$ cat src/rtl/core/nlr_pkg.sv
package nlr_pkg;

    // Recognizer states; codes 8 and 15 are unused and behave as the dead state.
    typedef enum logic [3:0] {
        ST_START  = 4'd0,
        ST_SIGN   = 4'd1,
        ST_INT    = 4'd2,
        ST_DOT    = 4'd3,
        ST_ZERO   = 4'd4,
        ST_HEXPFX = 4'd5,
        ST_L1     = 4'd6,
        ST_L2     = 4'd7,
        ST_FRAC   = 4'd9,
        ST_EXP    = 4'd10,
        ST_EXPDIG = 4'd11,
        ST_EXPSGN = 4'd12,
        ST_DEAD   = 4'd13,
        ST_HEXDIG = 4'd14
    } scan_state_t;

    // Status of one transition, handed from the transition logic to the top level.
    typedef struct packed {
        logic dead;
        logic final_ok;
    } step_flags_t;

    localparam int CH_W = 8;

    localparam logic [CH_W-1:0] CH_X_LO  = 8'h78;
    localparam logic [CH_W-1:0] CH_X_UP  = 8'h58;
    localparam logic [CH_W-1:0] CH_L_LO  = 8'h6C;
    localparam logic [CH_W-1:0] CH_L_UP  = 8'h4C;
    localparam logic [CH_W-1:0] CH_E_LO  = 8'h65;
    localparam logic [CH_W-1:0] CH_E_UP  = 8'h45;
    localparam logic [CH_W-1:0] CH_DOT   = 8'h2E;
    localparam logic [CH_W-1:0] CH_PLUS  = 8'h2B;
    localparam logic [CH_W-1:0] CH_MINUS = 8'h2D;
    localparam logic [CH_W-1:0] CH_ZERO  = 8'h30;
    localparam logic [CH_W-1:0] CH_NINE  = 8'h39;
    localparam logic [CH_W-1:0] CH_A_LO  = 8'h61;
    localparam logic [CH_W-1:0] CH_F_LO  = 8'h66;
    localparam logic [CH_W-1:0] CH_A_UP  = 8'h41;
    localparam logic [CH_W-1:0] CH_F_UP  = 8'h46;

    // Output word layout (tdata bits).
    localparam int OUT_W      = 8;
    localparam int OUT_DEAD   = 0;
    localparam int OUT_ACCEPT = 1;

endpackage

$ cat src/rtl/core/numeric_literal_recognizer.sv
// Channel   | Dir | tdata (lowest bit up)             | tlast    | tuser
// s_axis    | in  | ch[7:0]                           | last     | -
// m_axis    | out | dead, accept, 6'b0 padding        | done_res | -
//
// One character word per cycle, sustained while m_axis_tready stays high; each
// character passes the input register, then the result register.
// The scan state loop is one combinational table transition, closed through scan_state_reg.
// rst_n (async, active low) empties both registers and returns to the start state.
// A stalled output holds its word; the input register keeps filling behind it
// until both registers are full, then s_axis_tready drops.
module numeric_literal_recognizer
(
    input  logic       clk,
    input  logic       rst_n,

    input  logic       s_axis_tvalid,
    output logic       s_axis_tready,
    input  logic [7:0] s_axis_tdata,   // [7:0] ch
    input  logic       s_axis_tlast,   // last

    output logic       m_axis_tvalid,
    input  logic       m_axis_tready,
    output logic [7:0] m_axis_tdata,   // [0] dead, [1] accept, [7:2] zero
    output logic       m_axis_tlast    // done_res
);

    // Input register
    logic                 in_valid_reg;
    logic [7:0]           in_ch_reg;
    logic                 in_last_reg;

    // Result register
    logic                 out_valid_reg;
    logic                 out_dead_reg;
    logic                 out_accept_reg;
    logic                 out_last_reg;

    // Recognizer state
    nlr_pkg::scan_state_t scan_state_reg;
    nlr_pkg::scan_state_t scan_state_next;

    nlr_pkg::scan_state_t step_state;
    nlr_pkg::step_flags_t step_flags;

    logic                 out_free;
    logic                 advance;
    logic                 in_take;

    nlr_next u_next
    (
        .cur   (scan_state_reg),
        .ch    (in_ch_reg),
        .nxt   (step_state),
        .flags (step_flags)
    );

    // The result register frees up when empty or being drained this cycle.
    assign out_free      = !out_valid_reg || m_axis_tready;
    assign advance       = in_valid_reg && out_free;
    assign s_axis_tready = !in_valid_reg || out_free;
    assign in_take       = s_axis_tvalid && s_axis_tready;

    // Drop back to start after the last character of a string.
    always_comb
    begin
        scan_state_next = scan_state_reg;
        if (advance)
        begin
            scan_state_next = in_last_reg ? nlr_pkg::ST_START : step_state;
        end
    end

    always_ff @(posedge clk or negedge rst_n)
    begin
        if (!rst_n)
        begin
            in_valid_reg   <= 1'b0;
            out_valid_reg  <= 1'b0;
            scan_state_reg <= nlr_pkg::ST_START;
        end
        else
        begin
            scan_state_reg <= scan_state_next;

            if (in_take)
            begin
                in_valid_reg <= 1'b1;
            end
            else if (advance)
            begin
                in_valid_reg <= 1'b0;
            end

            if (advance)
            begin
                out_valid_reg <= 1'b1;
            end
            else if (m_axis_tready)
            begin
                out_valid_reg <= 1'b0;
            end
        end
    end

    // Payload registers: load on handshake, hold otherwise.
    always_ff @(posedge clk)
    begin
        if (in_take)
        begin
            in_ch_reg   <= s_axis_tdata;
            in_last_reg <= s_axis_tlast;
        end
        if (advance)
        begin
            out_dead_reg   <= step_flags.dead;
            out_accept_reg <= in_last_reg && step_flags.final_ok;
            out_last_reg   <= in_last_reg;
        end
    end

    always_comb
    begin
        m_axis_tdata                      = '0;
        m_axis_tdata[nlr_pkg::OUT_DEAD]   = out_dead_reg;
        m_axis_tdata[nlr_pkg::OUT_ACCEPT] = out_accept_reg;
    end

    assign m_axis_tvalid = out_valid_reg;
    assign m_axis_tlast  = out_last_reg;

`ifndef SYNTH
    // A string's last character always returns the recognizer to start.
    assert property (@(posedge clk) disable iff (!rst_n)
        (advance && in_last_reg) |=> (scan_state_reg == nlr_pkg::ST_START))
        else $error("scan state not cleared after last character");

    // A legal string is never dead.
    assert property (@(posedge clk) disable iff (!rst_n)
        out_valid_reg |-> !(out_dead_reg && out_accept_reg))
        else $error("result both dead and accepted");

    // Accept is only reported on a last character.
    assert property (@(posedge clk) disable iff (!rst_n)
        (out_valid_reg && out_accept_reg) |-> out_last_reg)
        else $error("accept on a non-last character");

    // A word moves into a full result register only when it drains.
    assert property (@(posedge clk) disable iff (!rst_n)
        (advance && out_valid_reg) |-> m_axis_tready)
        else $error("result register overwritten while stalled");
`endif

endmodule

$ cat src/rtl/core/nlr_next.sv
module nlr_next
(
    input  nlr_pkg::scan_state_t   cur,
    input  logic [7:0]             ch,
    output nlr_pkg::scan_state_t   nxt,
    output nlr_pkg::step_flags_t   flags
);

    logic is_dec;
    logic is_hex;
    logic is_ell;
    logic is_e;
    logic is_sign;
    logic is_x;
    logic is_zero;
    logic is_dot;

    // Classify the character.
    always_comb
    begin
        is_dec  = (ch >= nlr_pkg::CH_ZERO) && (ch <= nlr_pkg::CH_NINE);
        is_hex  = is_dec
                  || ((ch >= nlr_pkg::CH_A_LO) && (ch <= nlr_pkg::CH_F_LO))
                  || ((ch >= nlr_pkg::CH_A_UP) && (ch <= nlr_pkg::CH_F_UP));
        is_ell  = (ch == nlr_pkg::CH_L_LO) || (ch == nlr_pkg::CH_L_UP);
        is_e    = (ch == nlr_pkg::CH_E_LO) || (ch == nlr_pkg::CH_E_UP);
        is_sign = (ch == nlr_pkg::CH_PLUS) || (ch == nlr_pkg::CH_MINUS);
        is_x    = (ch == nlr_pkg::CH_X_LO) || (ch == nlr_pkg::CH_X_UP);
        is_zero = (ch == nlr_pkg::CH_ZERO);
        is_dot  = (ch == nlr_pkg::CH_DOT);
    end

    always_comb
    begin
        nxt = nlr_pkg::ST_DEAD;
        unique case (cur)
            nlr_pkg::ST_START:
            begin
                if (is_sign)      nxt = nlr_pkg::ST_SIGN;
                else if (is_dot)  nxt = nlr_pkg::ST_DOT;
                else if (is_zero) nxt = nlr_pkg::ST_ZERO;
                else if (is_dec)  nxt = nlr_pkg::ST_INT;
            end
            nlr_pkg::ST_SIGN:
            begin
                if (is_zero)      nxt = nlr_pkg::ST_ZERO;
                else if (is_dec)  nxt = nlr_pkg::ST_INT;
                else if (is_dot)  nxt = nlr_pkg::ST_DOT;
            end
            nlr_pkg::ST_INT:
            begin
                if (is_dec)       nxt = nlr_pkg::ST_INT;
                else if (is_ell)  nxt = nlr_pkg::ST_L1;
                else if (is_dot)  nxt = nlr_pkg::ST_FRAC;
                else if (is_e)    nxt = nlr_pkg::ST_EXP;
            end
            nlr_pkg::ST_DOT:
            begin
                if (is_dec)       nxt = nlr_pkg::ST_FRAC;
            end
            nlr_pkg::ST_ZERO:
            begin
                if (is_x)         nxt = nlr_pkg::ST_HEXPFX;
                else if (is_dec)  nxt = nlr_pkg::ST_INT;
                else if (is_ell)  nxt = nlr_pkg::ST_L1;
                else if (is_dot)  nxt = nlr_pkg::ST_FRAC;
                else if (is_e)    nxt = nlr_pkg::ST_EXP;
            end
            nlr_pkg::ST_HEXPFX:
            begin
                if (is_hex)       nxt = nlr_pkg::ST_HEXDIG;
            end
            nlr_pkg::ST_HEXDIG:
            begin
                // an l/L suffix wins over the hex digit test
                if (is_ell)       nxt = nlr_pkg::ST_L1;
                else if (is_hex)  nxt = nlr_pkg::ST_HEXDIG;
            end
            nlr_pkg::ST_L1:
            begin
                if (is_ell)       nxt = nlr_pkg::ST_L2;
            end
            nlr_pkg::ST_FRAC:
            begin
                if (is_dec)       nxt = nlr_pkg::ST_FRAC;
                else if (is_e)    nxt = nlr_pkg::ST_EXP;
            end
            nlr_pkg::ST_EXP:
            begin
                if (is_sign)      nxt = nlr_pkg::ST_EXPSGN;
                else if (is_dec)  nxt = nlr_pkg::ST_EXPDIG;
            end
            nlr_pkg::ST_EXPSGN,
            nlr_pkg::ST_EXPDIG:
            begin
                if (is_dec)       nxt = nlr_pkg::ST_EXPDIG;
            end
            default:
            begin
                nxt = nlr_pkg::ST_DEAD;
            end
        endcase
    end

    always_comb
    begin
        flags.dead     = (nxt == nlr_pkg::ST_DEAD);
        flags.final_ok = (nxt == nlr_pkg::ST_INT)    || (nxt == nlr_pkg::ST_ZERO)
                      || (nxt == nlr_pkg::ST_L1)     || (nxt == nlr_pkg::ST_L2)
                      || (nxt == nlr_pkg::ST_FRAC)   || (nxt == nlr_pkg::ST_EXPDIG)
                      || (nxt == nlr_pkg::ST_HEXDIG);
    end

endmodule
$ cat config.mk
export PLATFORM = sky130hd
export DESIGN_NAME = numeric_literal_recognizer
export DESIGN_NICKNAME = d
export VERILOG_FILES = /design/src/rtl/core/nlr_pkg.sv /design/src/rtl/core/numeric_literal_recognizer.sv /design/src/rtl/core/nlr_next.sv
export SDC_FILE = /design/constraint.sdc
export NUM_CORES = 1
export LEC_CHECK = 0
export ABC_AREA = 1
export BUFFER_PORTS_ARGS = -buffer_cell sky130_fd_sc_hd__buf_4
export CORE_UTILIZATION = 25
export CTS_BUF_LIST = sky130_fd_sc_hd__clkbuf_8 sky130_fd_sc_hd__clkbuf_16
export CTS_CLUSTER_DIAMETER = 120
export DETAILED_ROUTE_END_ITERATION = 8
export REMOVE_ABC_BUFFERS = 1
export SYNTH_ARGS = -nofsm -noshare
export SYNTH_HDL_FRONTEND = slang
export SYNTH_SLANG_ARGS = --single-unit
$ cat constraint.sdc
create_clock -name clk -period 1.7 [get_ports clk]
set_clock_uncertainty 0.05 [all_clocks]
set_input_delay 0.255 -clock clk [delete_from_list [all_inputs] [get_ports clk]]
set_output_delay 0.255 -clock clk [all_outputs]
set_load 0.01 [all_outputs]
# Word level (Yosys, flattened, before mapping)
# Index checks and enable logic that the tools add are counted.
[totals]
inputBits = 13
ff_bits = 18
[classes]
n_reduce_logical = 26
n_mux = 25
order_cmp = 6
eq_ne = 29
[op_table]
columns = ["cell", "count"]
rows = [
  ["two-way mux 4 bit", 16],
  ["equality test 8 x 7 -> 1 bit, second input constant", 6],
  ["case mux 4 bit (11 select lines)", 1],
  ["equality test 4 bit, second input constant", 9],
  ["equality test 8 x 6 -> 1 bit, second input constant", 4],
  ["equality test 4 x 3 -> 1 bit, second input constant", 6],
  ["greater-or-equal comparator 8 x 7 -> 1 bit, second input constant", 2],
  ["less-or-equal comparator 8 x 7 -> 1 bit, second input constant", 2],
  ["logical OR 1 bit", 14],
  ["equality test 4 x 2 -> 1 bit, second input constant", 3],
  ["two-way mux 3 bit", 3],
  ["greater-or-equal comparator 8 x 6 -> 1 bit, second input constant", 1],
  ["less-or-equal comparator 8 x 6 -> 1 bit, second input constant", 1],
  ["logical AND 1 bit", 6],
  ["equality test 4 x 1 -> 1 bit, second input constant", 1],
  ["zero test 4 bit", 1],
  ["two-way mux 1 bit", 4],
  ["nonzero test 2 bit", 2],
  ["zero test 1 bit", 2],
  ["two-way mux 2 bit", 1],
  ["OR reduction 2 bit", 1],
]

# Longest topological paths before layout
# Gate-level depths: netlist of the first run.
[logic_depth]
word_depth = 16
ltp_mapped = 14
ltp_nobuf = 14

# Cells and area by module
# From an unflattened synthesis of the first run, not the netlist that was laid out.
[hier_totals]
cells_unflattened = 236
hier_area_um2 = 1526.5
[by_module_without_submodules]
columns = ["module", "n_inst", "area_each_um2", "cells_each", "seq_area_each_um2"]
rows = [
  ["nlr_next", 1, 827.0, 178, 0.0],
  ["numeric_literal_recognizer", 1, 699.4, 58, 510.5],
]

# Worst setup path before layout of the first run
# OpenSTA, ideal clock, no wires.
[synth_timing]
kind = "reg-to-reg"
startpoint = "register in_ch_reg[4]"
endpoint = "register out_accept_reg, data pin"
path_slack_ns = -0.054
path_buffers = 0
path_stages_with_launch = 15
synth_period_minus_slack_ns = 1.754
arrival_ns = 1.452
path_cell_list = "edfxtp_1 > inv_2 > nand2_1 > nor2_1 > nand2_2 > nand2_1 > nand2_1 > nand2_1 > nand2_1 > nor2_2 > nand3_2 > nor2_1 > nand2_1 > nand2_1 > nor2_1"
[synth_via]
elab_chain_len = 16
[synth_lines]
columns = ["element", "line_no", "text"]
rows = [
  ["from (decl)", "numeric_literal_recognizer.sv:29", "logic [7:0] in_ch_reg;"],
  ["from (signal assigned)", "numeric_literal_recognizer.sv:110", "in_ch_reg <= s_axis_tdata;"],
  ["branches (longest 7 deep; another with greater-or-equal comparator 8 x 6 -> 1 bit)", "-", ""],
  ["case mux 4 bit (11 select lines) (*)", "nlr_next.sv:36", "unique case (cur)"],
  ["equality test 4 x 2 -> 1 bit or equality test 4 x 3 -> 1 bit (tied branches)", "nlr_next.sv:108", "flags.final_ok = (nxt == nlr_pkg::ST_INT) || (nxt == nlr_pkg::ST_ZERO)"],
  ["logical OR 1 bit", "nlr_next.sv:108", ""],
  ["logical OR 1 bit (2 in a row)", "nlr_next.sv:109", "|| (nxt == nlr_pkg::ST_L1) || (nxt == nlr_pkg::ST_L2)"],
  ["logical OR 1 bit (2 in a row)", "nlr_next.sv:110", "|| (nxt == nlr_pkg::ST_FRAC) || (nxt == nlr_pkg::ST_EXPDIG)"],
  ["logical OR 1 bit (*)", "nlr_next.sv:111", "|| (nxt == nlr_pkg::ST_HEXDIG);"],
  ["logical AND 1 bit (*)", "numeric_literal_recognizer.sv:116", "out_accept_reg <= in_last_reg && step_flags.final_ok;"],
  ["to (signal assigned)", "numeric_literal_recognizer.sv:116", ""],
  ["to (decl)", "numeric_literal_recognizer.sv:35", "logic out_accept_reg;"],
]
# Mark *: on every way between the ends.
# A chain may end at the register's enable or synchronous reset.

# Final worst setup path of the first run
[layout_timing]
startpoint = "register in_ch_reg[2]"
endpoint = "register out_accept_reg, data pin"
# The elaborated chain is that of the path after synthesis.

==> results of run 1 <==
## kinds of logic after synthesis
group                  after synthesis  share of synthesized area
DFF                                 18                      0.360
AOI/OAI and AO/OA                   13                     0.0503
other                                1                    0.00264
and+or+nand+nor                    138                      0.463
buffers and inverters               37                      0.124
## layer usage
metal | track usage | vias to the layer above
li1 | - | 743
met1 | 0.143 | 650
met3 | 0.0165 | 6
met5 | 0 | -
met4 | 0.0547 | 0
met2 | 0.196 | 35
## cells in the final DEF (no fill, tap or decap)
master	count
inv_2	8
o22ai_2	1
dfrtp_1	6
nand4_1	6
nand3_1	14
conb_1	6
edfxtp_1	12
nand2_2	9
clkbuf_8	3
nand2_4	1
inv_1	19
nand2_1	57
nor2_2	9
o21ai_2	1
o21ai_0	3
nand3_2	7
a21oi_2	1
buf_6	8
a21oi_1	2
o22ai_1	1
dlygate4sd3_1	1
o21ai_1	3
clkinv_1	1
inv_4	1
nor3_4	1
nand3_4	1
nor2_4	6
buf_4	42
nor2_1	26
and2_1	1
o21ai_4	1
## where the power goes
group          switching [mW]  internal (mW)  total [mW]
logic                   0.846          0.773        1.62
registers              0.0789          0.573       0.652
clock network           0.138          0.160       0.299
## critical path, cell delays in order, from the launching register on
cell      delay (ns)
edfxtp_1        0.52
buf_6           0.18
o21ai_4         0.16
nand3_2         0.12
nand3_1         0.10
nand2_1         0.10
nor2_4          0.14
nand3_2         0.11
nand2_1         0.08
nor2_1          0.04
nor2_1          0.09
nor2_1          0.05
## layout make-up
class | count | share of cell area
Clock inverter | 1 | 0.00187
Timing Repair Buffer | 51 | 0.207
Inverter | 28 | 0.0537
Clock buffer | 3 | 0.0206
Multi-Input combinational cell | 157 | 0.417
Tap cell | 72 | 0.0449
Sequential cell | 18 | 0.255
## how the worst max path moves through the flow
stage                                       from                       end  cells past startpoint
after global routing      in_ch_reg[2]$_DFFE_PP_  out_accept_reg$_DFFE_PP_                     11
after global placement    in_ch_reg[2]$_DFFE_PP_  out_accept_reg$_DFFE_PP_                      9
after detailed placement  in_ch_reg[1]$_DFFE_PP_  out_accept_reg$_DFFE_PP_                     10
final                     in_ch_reg[2]$_DFFE_PP_  out_accept_reg$_DFFE_PP_                     11
after floorplan           in_ch_reg[4]$_DFFE_PP_  out_accept_reg$_DFFE_PP_                     14
after CTS                 in_ch_reg[2]$_DFFE_PP_  out_accept_reg$_DFFE_PP_                     13
## what timing repair did
item                       4_1_cts  5_1_grt
gates resized for setup         21       14
setup endpoints to repair        6        6
hold endpoints to repair         6        0
hold buffers                     1        0
cloned                           0        0
buffers inserted                 8        6
pin swaps                        6       13
==> results by group, run 1 <==
Job
  • Max Cap Viol: 0

Synthesis
  • Yosys reg bits: 18
  • Ys flop type: edfxtp_1
  • Async set-reset flop share out of synthesis: 0.333
  • Synth top area share: 0.254
  • Syn. warnings: 0
  • Seq/Total Area, Yosys: 0.360
  • Synth Area per Inst: a little under 7 µm²
  • Post-synth EDFFs: 12
  • Synth area leaders: edfxtp_1 (25%), nand2_1 (16%), dfrtp_1 (11%)
  • Most frequent cell after synthesis: nand2_1
  • Most instantiated cells after synthesis: nand2_1 (61), nor2_1 (31), inv_1 (19)
  • Post-Synthesis Cells: 207
  • Syn Std Cell Area: approximately 1400 µm²
  • Largest area contributor in the netlist: edfxtp_1
  • Synth cell types: 24

Final layout
  • Fillers: about 570
  • Area delta synth->final: 41.3%
  • Largest register FFs: 8
  • Sequential standard cell area: between 500 and 600 µm²
  • Footprint of the multi-input gates: 836 µm²
  • Design Area, Final: between 2000 and 2500 µm²
  • Share of post-route cells with drive strength above 1: 0.388
  • Post-layout util: 0.366
  • # diodes: 0
  • Non-filler cells, final: 330
  • Final #Nets: roughly 270

Timing
  • Final setup violation count: 6
  • Unrepaired setup endpoints after global routing: true
  • Min cycle time layout: about 2.0 ns
  • Setup TNS: -1.16 ns
  • Hold slack: around 0.12 ns
  • Max-slew violations: 0
  • Max Fclk: roughly 500 MHz
  • Final hold violation count: 0
  • Setup ws final: -0.270 ns
  • Tcrit/Tclk final: 1.16

Routing
  • Via count: between 1,000 and 1,500
  • Met3 WL: ~120 µm
  • DR pass1 iterations: 4
  • Residual DRC: 0
  • Post-DRT Antenna Nets: 0
  • Via density: 4.35
  • Metal2 WL: approximately 1700 µm
  • WL final: 3380 µm
  • Drt wl/cell: ~10 µm
  • DRT iter0 DRCs: 19
  • Metal-1 WL: 1490 µm
  • Top Metal Used: met4

Critical path
  • Critical Path Sink Type: flop
  • Worst setup SP type: flop
  • CP arrival: between 1.5 and 2 ns
  • R2R depth: 11
  • Critical path class: flop to flop
  • Reg2Reg Capture Point: out_accept_reg$_DFFE_PP_
  • CP Max Fanout: 7
  • WP data required: about 1.7 ns
  • Register-to-Register Setup Slack: -0.27 ns
  • R2r startpoint: in_ch_reg[2]$_DFFE_PP_

Min path
  • Hold Crit Depth: 1
  • Hold Path End: in_ch_reg[6]$_DFFE_PP_
  • Worst hold-check path type: input pin to flop
  • Hold_sp: s_axis_tdata[6]

Placed design
  • Port Buf Inserts: 17
  • Post-DP Area: about 1700 µm²
  • Cells after DPL: ~310
  • Post-DP HPWL: ~2500 µm
  • Pre-CTS setup slack: -0.295 ns
  • Routability Congestion: ~0.84

Clock tree
  • CTS root buffer: clkbuf_8
  • CTS tree: done
  • Reg clk slew, reported paths: 0.07 ns
  • Clk buf depth: 2
  • Num CTS Buffers: 3
  • # H-tree levels: 1
  • CTS Sinks: 18
  • Skew-Pair Late Insertion Delay: approximately 0.25 ns

Global routing
  • First-pass GRT wire length: 5620 µm
  • Number of global-route vias before repair: 1,345
  • GRT Resource Usage Total: 0.115
  • Largest net degree at the start of global routing: 11
  • Initial antenna violation count: 0
  • Total global routing overflow: 0

Power
  • Power Density: approximately 1300 nW/µm²
  • Pwr Total: about 2.6 mW
  • Max VDD drop: around 0.94 mV
  • Leak pwr: around 1 nW

Outcome
  • Failing checks: negative setup slack
  • Outcome: finished, violations left

Floorplanning
  • Die Wd: 77.3 µm
  • I/O pins: 24
  • Die extent in y: roughly 77 µm
  • Initial Util: 0.259
  • Core ar.: ~5500 µm²
  • Die area: roughly 6000 µm²
  • FP Rows: 27
Note: power is estimated with default switching activity, not from simulation.
==> inputs of run 2 (changes only) <==
Settings changed: SKIP_CTS_REPAIR_TIMING set to 1.
Clock period 1.7 ns to 2.5 ns, I/O delays scaled along.
==> results by group, run 2 (synthesis gave the netlist of run 1 again) <==
Final layout
  • Most common cell after layout, fill and taps aside: nand2_1
  • Share of post-route cells with drive strength above 1: 0.222
  • Area delta synth->final: 15.5%
  • Largest register FFs: 8
  • Most frequent cells in the layout: nand2_1 (61), nor2_1 (31), inv_1 (20)
  • # diodes: 0
  • Non-filler cells, final: around 300
  • Final #Nets: 239

Critical path
  • CP Max Fanout: 11
  • WP data required: 2.46 ns
  • Worst setup SP type: flop
  • CP arrival: around 2.0 ns
  • Critical path class: flop to flop
  • Critical Path Sink Type: flop

Power
  • Power Density: about 850 nW/µm²
  • Leak pwr: around 0.80 nW
  • Pwr Total: 1.39 mW
  • Max VDD drop: ~0.46 mV

Routing
  • DR pass1 iterations: 4
  • WL final: slightly below 3000 µm
  • Via count: ~1,300
  • Via density: roughly 4.4
  • Drt wl/cell: around 9.7 µm
  • DRT iter0 DRCs: 48
  • Residual DRC: 0
  • Post-DRT Antenna Nets: 0

Timing
  • Relative slew slack: 0.474
  • Hold slack: 0.247 ns
  • Setup TNS: 0 ns
  • Min cycle time layout: ~2 ns
  • Tcrit/Tclk final: 0.804
  • Final setup violation count: 0
  • Setup ws final: approximately 0.49 ns
  • Final hold violation count: 0
  • Unrepaired setup endpoints after global routing: false
  • Max Fclk: between 400 and 500 MHz
  • Max-slew violations: 0
  • Slew @ Worst Pin: about 0.79 ns

Placed design
  • Post-DP HPWL: ~2400 µm
  • Pre-CTS setup slack: approximately 0.52 ns
  • Routability Congestion: about 0.91
  • Port Buf Inserts: 17
  • Cells after DPL: approximately 290

Floorplanning
  • Initial Util: 0.259
  • Die area: between 5000 and 6000 µm²
  • Die extent in y: between 70 and 80 µm
  • I/O pins: 24
  • Core ar.: approximately 5500 µm²
  • FP Rows: 27
  • Die Wd: 77.3 µm

Global routing
  • GRT Resource Usage Total: 0.104
  • Largest net degree at the start of global routing: 12
  • Initial antenna violation count: 0
  • Number of global-route vias before repair: about 1,100
  • Total global routing overflow: 0
  • First-pass GRT wire length: approximately 5000 µm

Clock tree
  • # H-tree levels: 1
  • CTS Sinks: 18
  • CTS tree: done
  • Skew-Pair Late Insertion Delay: between 0.2 and 0.3 ns
  • Reg clk slew, reported paths: approximately 0.070 ns
  • Num CTS Buffers: 3
  • Clk buf depth: 2
  • CTS root buffer: clkbuf_8

Job
  • Max Cap Viol: 0

Min path
  • Worst hold-check path type: input pin to flop

Outcome
  • Outcome: complete, no violations
[run 2: changes by cell type in the layout (fill, tap and decap cells not counted), moves of 3 or more]
cell | before | now
buf_4 | 42 | 17
buf_6 | 8 | 0
nor2_1 | 26 | 31
nand2_1 | 57 | 61
nand3_1 | 14 | 18
nand3_2 | 7 | 3
nand2_2 | 9 | 6
nor2_2 | 9 | 6
o21ai_0 | 3 | 6
[run 2: power by group]
| group | total, mW | switching, mW | internal, mW | leakage, nW |
|---|---|---|---|---|
| clock network | 0.199 | 0.0900 | 0.109 | 0.0269 |
| logic | 0.747 | 0.476 | 0.271 | 0.580 |
| registers | 0.447 | 0.0566 | 0.390 | 0.191 |
| total | 1.39 | 0.622 | 0.770 | 0.798 |
[run 2: worst paths after layout]
kind	cells after the start	end	slack (ns)	startpoint
min reg2reg	2	m_axis_tvalid$_DFFE_PN0P_	0.43	in_valid_reg$_DFFE_PN0P_
max	10	out_accept_reg$_DFFE_PP_	0.49	in_ch_reg[1]$_DFFE_PP_
min	1	in_ch_reg[7]$_DFFE_PP_	0.25	s_axis_tdata[7]
min in group asynchronous	2	scan_state_reg[2]$_DFFE_PN0P_	0.42	rst_n
max reg2reg	10	out_accept_reg$_DFFE_PP_	0.49	in_ch_reg[1]$_DFFE_PP_
max in group asynchronous	2	scan_state_reg[0]$_DFFE_PN0P_	1.88	rst_n
[run 2: stage by stage]
step,utilization,cell area [µm²]
2_1_floorplan,-,1370
3_5_place_dp,0.289,1580
3_3_place_gp,0.289,1580
5_1_grt,0.299,1640
4_1_cts,0.298,1630
6_report,0.299,1640
[run 2: cell type report]
type | count | area (µm²)
clock buffers | 3 | 41.3
clock inverters | 1 | 3.75
multi-input cells | 157 | 751
repair buffers | 18 | 138
inverters | 28 | 105
fillers | 607 | 3830
flip-flops and latches | 18 | 510
well taps | 72 | 90.1
[run 2: critical path, cell delays in order (launching register included)]
cell and delay [ns]:
edfxtp_1 0.49, o21ai_1 0.24, nand2_1 0.27, nand3_1 0.17
nor2_1 0.06, nor2_2 0.12, nand3_2 0.11, nor2_1 0.10
nand2_1 0.06, nand2_1 0.06, nor2_1 0.04
[run 2: layer usage]
| layer | wire (µm) | vias up | track usage |
|---|---|---|---|
| met5 | 0 | - | 0 |
| met4 | 66 | 0 | 0.0623 |
| met3 | 115 | 6 | 0.0141 |
| met2 | 1290 | 45 | 0.166 |
| met1 | 1420 | 566 | 0.133 |
| li1 | - | 679 | - |
==> inputs of run 3 (changes only) <==
Clock period 2.5 ns to 1.7 ns, I/O delays scaled along.
==> results by group, run 3 (synthesis gave the netlist of run 1 again) <==
Outcome
  • Outcome: finished, violations left
  • Failing checks: negative setup slack

Final layout
  • # diodes: 0
  • Fillers: between 500 and 600
  • Footprint of the multi-input gates: 840 µm²
  • Non-filler cells, final: about 330
  • Most frequent cells in the layout: nand2_1 (52), buf_4 (42), nor2_1 (25)
  • Final #Nets: about 270
  • Share of post-route cells with drive strength above 1: 0.383
  • Largest register FFs: 8
  • Sequential standard cell area: a little over 500 µm²
  • Most common cell after layout, fill and taps aside: nand2_1
  • Design Area, Final: around 2000 µm²
  • Area delta synth->final: 37.5%

Clock tree
  • CTS Sinks: 18
  • # H-tree levels: 1
  • Num CTS Buffers: 3
  • Skew-Pair Late Insertion Delay: approximately 0.25 ns
  • CTS root buffer: clkbuf_8
  • Reg clk slew, reported paths: about 0.070 ns
  • CTS tree: done
  • Clk buf depth: 2

Power
  • Max VDD drop: about 0.87 mV
  • Pwr Total: 2.47 mW
  • Leak pwr: 0.965 nW
  • Power Density: between 1000 and 1500 nW/µm²

Routing
  • DR pass1 iterations: 4
  • DRT iter0 DRCs: between 40 and 50
  • Drt wl/cell: 9.90 µm
  • Via density: between 4 and 5
  • Post-DRT Antenna Nets: 0
  • Residual DRC: 0
  • WL final: about 3200 µm
  • Via count: roughly 1,400

Critical path
  • Critical path class: flop to flop
  • Critical Path, Cell by Cell: nor2_4 > buf_6 > nand3_4 > buf_6 > nand4_1 > nand3_2 > nor2_4 > nor2_2 > nor2_1 > nor2_1 > nor2_1
  • Worst path most repeated cell: nor2_1
  • WP data required: around 1.8 ns
  • Critical Path Max Stage Delay: just over 0.5 ns
  • CP top delay family: simple AND/OR/NAND/NOR gates
  • CP arrival: ~2.0 ns
  • Slowest stage cell on the critical path: edfxtp_1
  • CP Max Fanout: 6
  • Worst setup SP type: flop
  • Critical Path Sink Type: flop
  • CP bufs+invs: 2

Global routing
  • Total global routing overflow: 0
  • First-pass GRT wire length: between 5000 and 6000 µm
  • GRT Resource Usage Total: 0.110
  • Initial antenna violation count: 0
  • Largest net degree at the start of global routing: 12
  • Number of global-route vias before repair: 1,274

Floorplanning
  • I/O pins: 24
  • Initial Util: 0.259
  • Die Wd: 77.3 µm
  • Die extent in y: 77.3 µm
  • FP Rows: 27
  • Core ar.: around 5500 µm²
  • Die area: approximately 6000 µm²

Timing
  • Final hold violation count: 0
  • Unrepaired setup endpoints after global routing: true
  • Max-slew violations: 0
  • Tcrit/Tclk final: 1.14
  • Final setup violation count: 6
  • Max Fclk: roughly 520 MHz
  • Setup ws final: -0.234 ns
  • Min cycle time layout: 1.93 ns

Placed design
  • Routability Congestion: ~0.84
  • Port Buf Inserts: 17
  • Cells after DPL: 313
  • Post-DP Area: roughly 1700 µm²
  • Post-DP HPWL: between 2000 and 3000 µm

Job
  • Max Cap Viol: 0

Min path
  • Worst hold-check path type: input pin to flop
==> run 3: cell count changes in the layout (fill, tap and decap cells not counted), moves of 2 or more <==
cell	change
buf_4	+25
nor2_4	+4
nand2_2	+7
nand2_1	-9
buf_6	+3
nor2_2	+2
nor2_1	-6
nand2_4	+2
==> run 3: metrics by stage <==
stage	setup TNS [ns]	hold WS, ns	utilization	worst slack [ns]
6_report	-0.910	0.122	0.356	-0.234
5_1_grt	-1.72	0.115	0.356	-0.414
4_1_cts	-1.27	-0.256	0.326	-0.310
3_5_place_dp	-1.18	0.0185	0.318	-0.295
3_3_place_gp	-0.892	0.0151	0.318	-0.253
2_1_floorplan	-0.0836	-0.0906	-	-0.0634
==> run 3: path summary, 6_finish.rpt <==
check / cells after the start / to / slack (ns) / startpoint
worst min register to register: 2 / m_axis_tvalid$_DFFE_PN0P_ / 0.44 / in_valid_reg$_DFFE_PN0P_
max in group asynchronous: 2 / scan_state_reg[2]$_DFFE_PN0P_ / 1.18 / rst_n
worst max-delay path: 11 / out_accept_reg$_DFFE_PP_ / -0.23 / in_ch_reg[1]$_DFFE_PP_
worst min-delay path: 1 / in_ch_reg[6]$_DFFE_PP_ / 0.12 / s_axis_tdata[6]
min in group asynchronous: 2 / scan_state_reg[2]$_DFFE_PN0P_ / 0.29 / rst_n
worst max register to register: 11 / out_accept_reg$_DFFE_PP_ / -0.23 / in_ch_reg[1]$_DFFE_PP_
==> run 3: worst reg2reg max path, stage by stage, from the launching register on <==
cell	delay (ns)
edfxtp_1	0.51
nor2_4	0.21
buf_6	0.12
nand3_4	0.10
buf_6	0.13
nand4_1	0.10
nand3_2	0.10
nor2_4	0.18
nor2_2	0.07
nor2_1	0.08
nor2_1	0.04
nor2_1	0.09
==> run 3: final cells by class <==
class	count	area share
Clock buffer	3	0.0212
Clock inverter	1	0.00192
Inverter	28	0.0539
Multi-Input combinational cell	157	0.430
Sequential cell	18	0.262
Tap cell	72	0.0462
Timing Repair Buffer	46	0.184
==> run 3: report_power, final <==
part | internal [mW] | switching (mW)
Sequential | 0.575 | 0.0805
Clock | 0.160 | 0.139
Combinational | 0.694 | 0.824
==> run 3: routing by layer <==
metal / GRT usage / vias to the layer above / share of wire
met1: 0.142 / 655 / 0.44
met4: 0.0528 / 0 / 0.014
met3: 0.0129 / 5 / 0.039
met5: 0 / - / 0
met2: 0.181 / 40 / 0.51
li1: - / 731 / -
